[src/dsd_pkg.sv]
`default_nettype none

package dsd_pkg;

  // Datapath widths.
  localparam int unsigned VAL_W   = 128;
  localparam int unsigned NDIGITS = 39;
  localparam int unsigned BCD_W   = 4 * NDIGITS;
  localparam int unsigned DIGIT_W = 4;
  localparam int unsigned EXP_W   = 6;
  localparam int unsigned POS_W   = 6;
  localparam int unsigned CNT_W   = 7;

  // Accepted exponent and fraction range of the binary64 input.
  localparam logic [10:0] BEXP_MIN   = 11'd1076;
  localparam logic [10:0] BEXP_MAX   = 11'd1150;
  localparam logic [10:0] BEXP_BIAS  = 11'd1075;
  localparam logic [51:0] FRAC_LIMIT = 52'hF_FFFF_FFFF_FFF4;

  // Decimal positions used by the digit scan.
  localparam logic [POS_W-1:0] TOP_POS = 6'd38;
  localparam logic [POS_W-1:0] CMP_TOP = 6'd37;

  // Controller states.
  typedef enum logic [2:0] {
    ST_IDLE,
    ST_REJECT,
    ST_DABBLE,
    ST_SCAN,
    ST_PREP,
    ST_EMIT
  } state_e;

  // Commands to one binary-to-decimal lane.
  typedef struct packed {
    logic load;
    logic step;
    logic dshift;
  } lane_ctl_t;

endpackage

`default_nettype wire

[src/dsd_bounds.sv]
`default_nettype none

module dsd_bounds (
  input  wire logic [63:0]                value_bits_i,
  output logic                            ok_o,
  output logic [dsd_pkg::VAL_W-1:0]       centre_o,
  output logic [dsd_pkg::VAL_W-1:0]       lo_o,
  output logic [dsd_pkg::VAL_W-1:0]       hi_o
);

  logic                       sgn;
  logic [10:0]                bexp;
  logic [51:0]                frac;
  logic [52:0]                mant;
  logic [10:0]                sh_full;
  logic [6:0]                 sh;
  logic [dsd_pkg::VAL_W-1:0]  gap_lo;
  logic [dsd_pkg::VAL_W-1:0]  gap_hi;
  logic [dsd_pkg::VAL_W-1:0]  one;

  assign sgn  = value_bits_i[63];
  assign bexp = value_bits_i[62:52];
  assign frac = value_bits_i[51:0];
  assign mant = {1'b1, frac};
  assign one  = {{(dsd_pkg::VAL_W-1){1'b0}}, 1'b1};

  // Range check: positive, at least 2^53 (hence integral), below the upper limit.
  assign ok_o = !sgn && (bexp >= dsd_pkg::BEXP_MIN) &&
                ((bexp < dsd_pkg::BEXP_MAX) ||
                 ((bexp == dsd_pkg::BEXP_MAX) && (frac < dsd_pkg::FRAC_LIMIT)));

  // Exact integer value and the two half-gaps.
  assign sh_full  = bexp - dsd_pkg::BEXP_BIAS;
  assign sh       = sh_full[6:0];
  assign centre_o = {{(dsd_pkg::VAL_W-53){1'b0}}, mant} << sh;
  assign gap_lo   = one << (sh - 7'd1);

  always_comb begin
    if (frac != '0) begin
      gap_hi = gap_lo;
    end else if (sh >= 7'd2) begin
      gap_hi = one << (sh - 7'd2);
    end else begin
      gap_hi = '0;
    end
  end

  // Tighten one bound depending on mantissa parity.
  assign lo_o = centre_o - gap_lo - {{(dsd_pkg::VAL_W-1){1'b0}}, ~mant[0]};
  assign hi_o = centre_o + gap_hi - {{(dsd_pkg::VAL_W-1){1'b0}}, mant[0]};

endmodule

`default_nettype wire

[src/dsd_dabble.sv]
`default_nettype none

module dsd_dabble (
  input  wire logic                        clk_i,
  input  wire dsd_pkg::lane_ctl_t          ctl_i,
  input  wire logic [dsd_pkg::VAL_W-1:0]   value_i,
  output logic [dsd_pkg::DIGIT_W-1:0]      top_o,
  output logic [dsd_pkg::DIGIT_W-1:0]      next_o
);

  logic [dsd_pkg::VAL_W-1:0] bin_q;
  logic [dsd_pkg::BCD_W-1:0] bcd_q;
  logic [dsd_pkg::BCD_W-1:0] bcd_adj;

  // Add three to every digit of five or more before the next shift.
  always_comb begin
    for (int i = 0; i < dsd_pkg::NDIGITS; i++) begin
      if (bcd_q[4*i +: 4] >= 4'd5) begin
        bcd_adj[4*i +: 4] = bcd_q[4*i +: 4] + 4'd3;
      end else begin
        bcd_adj[4*i +: 4] = bcd_q[4*i +: 4];
      end
    end
  end

  // One binary bit enters per step; afterwards digits leave from the top.
  always_ff @(posedge clk_i) begin
    if (ctl_i.load) begin
      bin_q <= value_i;
      bcd_q <= '0;
    end else if (ctl_i.step) begin
      bin_q <= {bin_q[dsd_pkg::VAL_W-2:0], 1'b0};
      bcd_q <= {bcd_adj[dsd_pkg::BCD_W-2:0], bin_q[dsd_pkg::VAL_W-1]};
    end else if (ctl_i.dshift) begin
      bcd_q <= {bcd_q[dsd_pkg::BCD_W-5:0], 4'd0};
    end
  end

  assign top_o  = bcd_q[dsd_pkg::BCD_W-1 -: 4];
  assign next_o = bcd_q[dsd_pkg::BCD_W-5 -: 4];

endmodule

`default_nettype wire

[src/double_int_to_shortest_digits_unit.sv]
// Converts the bit pattern of a positive integral double in [2^53, 3.4e38) into
// its shortest decimal digits, one beat per digit, most significant first; the
// last beat carries tlast and the decimal exponent. An input outside that range
// gives one beat with tuser set. One value is handled at a time: the input is
// ready only while the unit is idle. A value passes through a load step, a
// bit-serial binary-to-decimal conversion of the value and both bounds over the
// 128-bit word, a digit scan, a setup step and the emission of one digit per
// cycle while the output is not stalled; a rejected input goes from the load
// step to the reject state, which emits its single beat.
`default_nettype none

module double_int_to_shortest_digits_unit (
  input  wire logic        clk_i,
  input  wire logic        rst_ni,
  input  wire logic        s_axis_tvalid_i,
  output logic             s_axis_tready_o,
  input  wire logic [63:0] s_axis_tdata_i,   // [63:0] value_bits
  output logic             m_axis_tvalid_o,
  input  wire logic        m_axis_tready_i,
  output logic [15:0]      m_axis_tdata_o,   // [3:0] digit, [9:4] dec_exponent, zero pad
  output logic             m_axis_tlast_o,   // last
  output logic             m_axis_tuser_o    // [0] out_of_range
);

  localparam int unsigned PW = dsd_pkg::POS_W;

  dsd_pkg::state_e state_q, state_d;

  logic                        in_ok;
  logic [dsd_pkg::VAL_W-1:0]   in_centre, in_lo, in_hi;
  dsd_pkg::lane_ctl_t          ctl_v, ctl_b;
  logic [dsd_pkg::DIGIT_W-1:0] v_top, v_next, lo_top, lo_next, hi_top, hi_next;

  logic [dsd_pkg::CNT_W-1:0] dab_cnt_q, dab_cnt_d;
  logic [PW-1:0]             idx_q, idx_d;
  logic [PW-1:0]             pos_q, pos_d;
  logic                      pos_found_q, pos_found_d;
  logic [PW-1:0]             msd_q, msd_d;
  logic                      msd_found_q, msd_found_d;
  logic                      round_q, round_d;
  logic                      zero_q, zero_d;
  logic [PW-1:0]             endp_q, endp_d;
  logic [dsd_pkg::EXP_W-1:0] ex_q, ex_d;
  logic [PW-1:0]             cur_q, cur_d;

  logic                        out_valid_q, out_valid_d;
  logic [dsd_pkg::DIGIT_W-1:0] out_digit_q, out_digit_d;
  logic                        out_last_q, out_last_d;
  logic [dsd_pkg::EXP_W-1:0]   out_exp_q, out_exp_d;
  logic                        out_oor_q, out_oor_d;

  logic          slot_free;
  logic          emit_last;
  logic [PW-1:0] prep_e;

  // Range check and bounds of the incoming value.
  dsd_bounds u_bounds (
    .value_bits_i (s_axis_tdata_i),
    .ok_o         (in_ok),
    .centre_o     (in_centre),
    .lo_o         (in_lo),
    .hi_o         (in_hi)
  );

  // Three serial decimal converters: value, low bound, high bound.
  dsd_dabble u_lane_v (
    .clk_i   (clk_i),
    .ctl_i   (ctl_v),
    .value_i (in_centre),
    .top_o   (v_top),
    .next_o  (v_next)
  );

  dsd_dabble u_lane_lo (
    .clk_i   (clk_i),
    .ctl_i   (ctl_b),
    .value_i (in_lo),
    .top_o   (lo_top),
    .next_o  (lo_next)
  );

  dsd_dabble u_lane_hi (
    .clk_i   (clk_i),
    .ctl_i   (ctl_b),
    .value_i (in_hi),
    .top_o   (hi_top),
    .next_o  (hi_next)
  );

  // The lookahead digits of the bound lanes are not needed by the scan.
  logic unused_next;
  assign unused_next = ^{lo_next, hi_next};

  // Lowest kept decimal position before rounding.
  assign prep_e    = (pos_q == '0) ? '0 : pos_q - 6'd1;
  assign slot_free = !out_valid_q || m_axis_tready_i;
  assign emit_last = (cur_q == endp_q);

  // State register and control state.
  always_ff @(posedge clk_i or negedge rst_ni) begin
    if (!rst_ni) begin
      state_q     <= dsd_pkg::ST_IDLE;
      dab_cnt_q   <= '0;
      idx_q       <= '0;
      pos_q       <= '0;
      pos_found_q <= 1'b0;
      msd_q       <= '0;
      msd_found_q <= 1'b0;
      round_q     <= 1'b0;
      zero_q      <= 1'b0;
      endp_q      <= '0;
      ex_q        <= '0;
      cur_q       <= '0;
      out_valid_q <= 1'b0;
    end else begin
      state_q     <= state_d;
      dab_cnt_q   <= dab_cnt_d;
      idx_q       <= idx_d;
      pos_q       <= pos_d;
      pos_found_q <= pos_found_d;
      msd_q       <= msd_d;
      msd_found_q <= msd_found_d;
      round_q     <= round_d;
      zero_q      <= zero_d;
      endp_q      <= endp_d;
      ex_q        <= ex_d;
      cur_q       <= cur_d;
      out_valid_q <= out_valid_d;
    end
  end

  // Output beat payload.
  always_ff @(posedge clk_i) begin
    out_digit_q <= out_digit_d;
    out_last_q  <= out_last_d;
    out_exp_q   <= out_exp_d;
    out_oor_q   <= out_oor_d;
  end

  // Next state, lane commands and output beats.
  always_comb begin
    state_d     = state_q;
    dab_cnt_d   = dab_cnt_q;
    idx_d       = idx_q;
    pos_d       = pos_q;
    pos_found_d = pos_found_q;
    msd_d       = msd_q;
    msd_found_d = msd_found_q;
    round_d     = round_q;
    zero_d      = zero_q;
    endp_d      = endp_q;
    ex_d        = ex_q;
    cur_d       = cur_q;
    out_valid_d = out_valid_q && !m_axis_tready_i;
    out_digit_d = out_digit_q;
    out_last_d  = out_last_q;
    out_exp_d   = out_exp_q;
    out_oor_d   = out_oor_q;
    ctl_v       = '0;
    ctl_b       = '0;

    case (state_q)
      dsd_pkg::ST_IDLE: begin
        if (s_axis_tvalid_i) begin
          ctl_v.load  = 1'b1;
          ctl_b.load  = 1'b1;
          dab_cnt_d   = '0;
          idx_d       = dsd_pkg::TOP_POS;
          pos_d       = '0;
          pos_found_d = 1'b0;
          msd_d       = '0;
          msd_found_d = 1'b0;
          state_d     = in_ok ? dsd_pkg::ST_DABBLE : dsd_pkg::ST_REJECT;
        end
      end

      dsd_pkg::ST_REJECT: begin
        if (slot_free) begin
          out_valid_d = 1'b1;
          out_digit_d = '0;
          out_last_d  = 1'b1;
          out_exp_d   = '0;
          out_oor_d   = 1'b1;
          state_d     = dsd_pkg::ST_IDLE;
        end
      end

      dsd_pkg::ST_DABBLE: begin
        ctl_v.step = 1'b1;
        ctl_b.step = 1'b1;
        dab_cnt_d  = dab_cnt_q + 7'd1;
        if (dab_cnt_q == 7'(dsd_pkg::VAL_W - 1)) begin
          state_d = dsd_pkg::ST_SCAN;
        end
      end

      dsd_pkg::ST_SCAN: begin
        // Bounds leave one digit a cycle; the value stops at its leading digit.
        ctl_b.dshift = 1'b1;
        if (!pos_found_q && (idx_q <= dsd_pkg::CMP_TOP) && (lo_top != hi_top)) begin
          pos_d       = idx_q;
          pos_found_d = 1'b1;
        end
        if (!msd_found_q) begin
          if (v_top != '0) begin
            msd_d       = idx_q;
            msd_found_d = 1'b1;
          end else begin
            ctl_v.dshift = 1'b1;
          end
        end
        if (idx_q == '0) begin
          state_d = dsd_pkg::ST_PREP;
        end else begin
          idx_d = idx_q - 6'd1;
        end
      end

      dsd_pkg::ST_PREP: begin
        zero_d  = (msd_q < prep_e);
        round_d = (pos_q != '0) && (msd_q >= pos_q);
        if ((pos_q != '0) && (msd_q >= pos_q)) begin
          endp_d = pos_q;
          ex_d   = msd_q + 6'd1;
        end else begin
          endp_d = prep_e;
          ex_d   = msd_q - prep_e + 6'd1 + pos_q;
        end
        if (msd_q < prep_e) begin
          ex_d = pos_q + 6'd1;
        end
        cur_d   = msd_q;
        state_d = dsd_pkg::ST_EMIT;
      end

      dsd_pkg::ST_EMIT: begin
        if (slot_free) begin
          out_valid_d = 1'b1;
          out_oor_d   = 1'b0;
          if (zero_q) begin
            out_digit_d = '0;
            out_last_d  = 1'b1;
            out_exp_d   = ex_q;
            state_d     = dsd_pkg::ST_IDLE;
          end else begin
            // The final kept digit takes the rounding of the digit below it.
            out_last_d = emit_last;
            if (emit_last && round_q && (v_next >= 4'd5)) begin
              out_digit_d = v_top + 4'd1;
            end else begin
              out_digit_d = v_top;
            end
            out_exp_d    = emit_last ? ex_q : '0;
            ctl_v.dshift = 1'b1;
            cur_d        = cur_q - 6'd1;
            if (emit_last) begin
              state_d = dsd_pkg::ST_IDLE;
            end
          end
        end
      end

      default: begin
        state_d = dsd_pkg::ST_IDLE;
      end
    endcase
  end

  assign s_axis_tready_o = (state_q == dsd_pkg::ST_IDLE);
  assign m_axis_tvalid_o = out_valid_q;
  assign m_axis_tdata_o  = {6'd0, out_exp_q, out_digit_q};
  assign m_axis_tlast_o  = out_last_q;
  assign m_axis_tuser_o  = out_oor_q;

endmodule

`default_nettype wire

[config.mk]
export PLATFORM = sky130hd
export DESIGN_NAME = double_int_to_shortest_digits_unit
export DESIGN_NICKNAME = d
export VERILOG_FILES = /design/src/dsd_pkg.sv /design/src/dsd_bounds.sv /design/src/dsd_dabble.sv /design/src/double_int_to_shortest_digits_unit.sv
export SDC_FILE = /design/constraint.sdc
export NUM_CORES = 2
export LEC_CHECK = 0
export ABC_AREA = 0
export BUFFER_PORTS_ARGS = -buffer_cell sky130_fd_sc_hd__buf_2
export CAP_MARGIN = 20
export CORE_MARGIN = 4
export CORE_UTILIZATION = 40
export DETAILED_ROUTE_END_ITERATION = 16
export PLACE_DENSITY_LB_ADDON = 0.3
export SKIP_LAST_GASP = 1
export SYNTH_ARGS = -nofsm -noshare
export SYNTH_HDL_FRONTEND = slang
export SYNTH_HIERARCHICAL = 1
export SYNTH_SLANG_ARGS = --single-unit
[constraint.sdc]
create_clock -name clk_i -period 10.77 [get_ports clk_i]
set_input_delay 1.077 -clock clk_i [delete_from_list [all_inputs] [get_ports clk_i]]
set_output_delay 1.077 -clock clk_i [all_outputs]
set_load 0.005 [all_outputs]
==> results.md <==
* Drt pass-1 iters at 6
* Most frequent cells in the layout: inv_1, ha_1, a21oi_1
* Routed vias at 71461
* Starting DRT DRC Count at 7218
* DR vias/cell at 6.047
* Syn Std Cell Area at 79910 um^2
* Wire per inst at 21.54 um
* # clock sinks at 915
* Final Hold Viols at 0
* Post-Route Setup TNS at 0 ns
* Setup violations, final at 0
* Fmax at 113.2 MHz
* CTS tree: built
* Sw Share at 41.84%
* Final ANT Viol Nets at 0
* Peak supply drop at 0.0001717 V
* Worst-path clk slew at 0.06 ns
* Combinational fraction of design power at 48.7%
* Leakage power at 32.91 nW
* Number of cells on the worst reg-to-reg path at 7
* Core area at 198000 um^2
* Largest net degree at the start of global routing at 153
* Initial antenna violation count at 5
* I/O Buffers at 81
* GRT Residual Overflow at 0
* Slowest-stage cell, CP: ha_4
* Post-CTS setup buffers at 0
* NetSw at 7.300 mW
* FP Rows at 163
* Commonest non-fill, non-tap cell in the layout: inv_1
* CP max stage delay at 0.78 ns
* Area growth syn-to-layout at 7.207%
* Worst Clk Skew at 0.06762 ns
* Yosys warns at 6
* Fin crit period at 8.837 ns
* Slew Limit Fails at 0
* MaxCap Viol Count at 0
* Final #Nets at 9936
* First-pass GRT wire length at 394.1 mm
* Hold slack at 0.3988 ns
* Dpl cell area at 81900 um^2
* Int Pwr at 10.15 mW
* Unrepaired setup endpoints after global routing: false
* Status: complete, no violations
* Number of fill cells in the layout at 19504
* Die area at 207000 um^2
* Remaining DRCs at 0
* # hold bufs at CTS at 0
* PostCTS Resize Cnt at 0
* WP depth at 29
* CP Capture Type: flop
* Worst Path Required at 11.31 ns
* Synthesized area per cell at 8.530 um^2
* Root Buffer: clkbuf_16
* CTS max path bufs at 3
* Kind of critical path: primary input to flop
* Slew @ Worst Pin at 1.200 ns
* Min-Delay Path Class: primary input to async pin
* Rel. slew slack at 19.68%
* Vias in the first global route at 67716
* Boundary Pins at 88
* Final Cell Area at 85670 um^2
* Sequential power share at 29.3%
* Die Span Y at 455.0 um
* Layout cell share with drive strength beyond 1 at 9.026%
* Post-Route WL at 254.6 mm
* Clock latency on the worst-skew pair at 0.79 ns
* Die width at 455.0 um
* DPL Wire Length at 184.8 mm
* Top Family by Delay on Critical Path: compound AO/OA/AOI/OAI gates
* Startpoint types: primary input
* Htree depth at 3
* PD cells at 203.6 nW/um^2
* Worst EP arrival at 9.38 ns
* Total track usage at 23.63%
* CTS buffer count at 109
* Critical path peak fanout at 47
* Initial core utilization at 40.35%
* Tcrit/Tclk final at 82.05%
* Clock network fraction of total power at 22.0%
* GPL Wtd Cong at 1.049
* Synth Instances at 9369
* Cell mode on critical path: o21ai_0
* Crit path buf inv count at 4
[cell type report]
class	instances	area, um^2	share of cell area (%)
multi-input combinational	6874	51020	59.56
inverter	985	3737	4.362
tap	2640	3303	3.856
clock buffer	159	3127	3.650
sequential	915	22540	26.31
timing repair buffer	196	1371	1.601
antenna	4	10.01	0.01168
clock inverter	45	564.3	0.6587
[per-layer routing]
| metal | GRT usage [%] | part of all wire (%) |
|---|---|---|
| met5 | 0 | 0.010 |
| met2 | 37.47 | 44 |
| met4 | 9.937 | 4.7 |
| met1 | 31.67 | 44 |
| met3 | 4.192 | 7.2 |
[power by group through the flow]
stage | Sequential [mW] | Clock [mW] | Combinational (mW)
2_1_floorplan | 5.05 | 0 | 6.21
3_3_place_gp | 5.16 | 0 | 8.23
3_5_place_dp | 5.18 | 0 | 8.31
4_1_cts | 5.11 | 3.95 | 8.36
5_1_grt | 5.20 | 4.07 | 9.27
6_report | 5.12 | 3.84 | 8.49
[flip-flops by register name (all words and copies together) (netlist names), 7 cells and up]
signal,cells
dab_cnt_q,7
u_lane_hi/bcd_q,156
u_lane_hi/bin_q,128
u_lane_lo/bcd_q,156
u_lane_lo/bin_q,128
u_lane_v/bcd_q,156
u_lane_v/bin_q,128
[path summary, 6_finish.rpt]
path	startpoint	endpoint	slack (ns)
max in group asynchronous	rst_ni	cur_q[5]	9.90
min in group clk_i	u_lane_hi/bin_q[76]	u_lane_hi/bin_q[77]	0.47
min	rst_ni	dab_cnt_q[2]	0.40
max reg2reg	state_q[1]	u_lane_lo/bin_q[2]	5.74
min reg2reg	u_lane_hi/bin_q[76]	u_lane_hi/bin_q[77]	0.47
max	s_axis_tdata_i[52]	u_lane_lo/bin_q[124]	1.93
[metrics by stage]
stage	cells	utilization, %	worst slack [ns]	power [mW]
final	11818	43.26	1.933	17.45
after global routing	11815	43.26	1.499	18.54
after CTS	11811	43.22	2.189	17.42
after detailed placement	11607	41.36	1.360	13.48
after global placement	11606	41.35	1.526	13.38
after floorplan	9374	-	2.357	11.26
(Power assumes the default switching activity.)
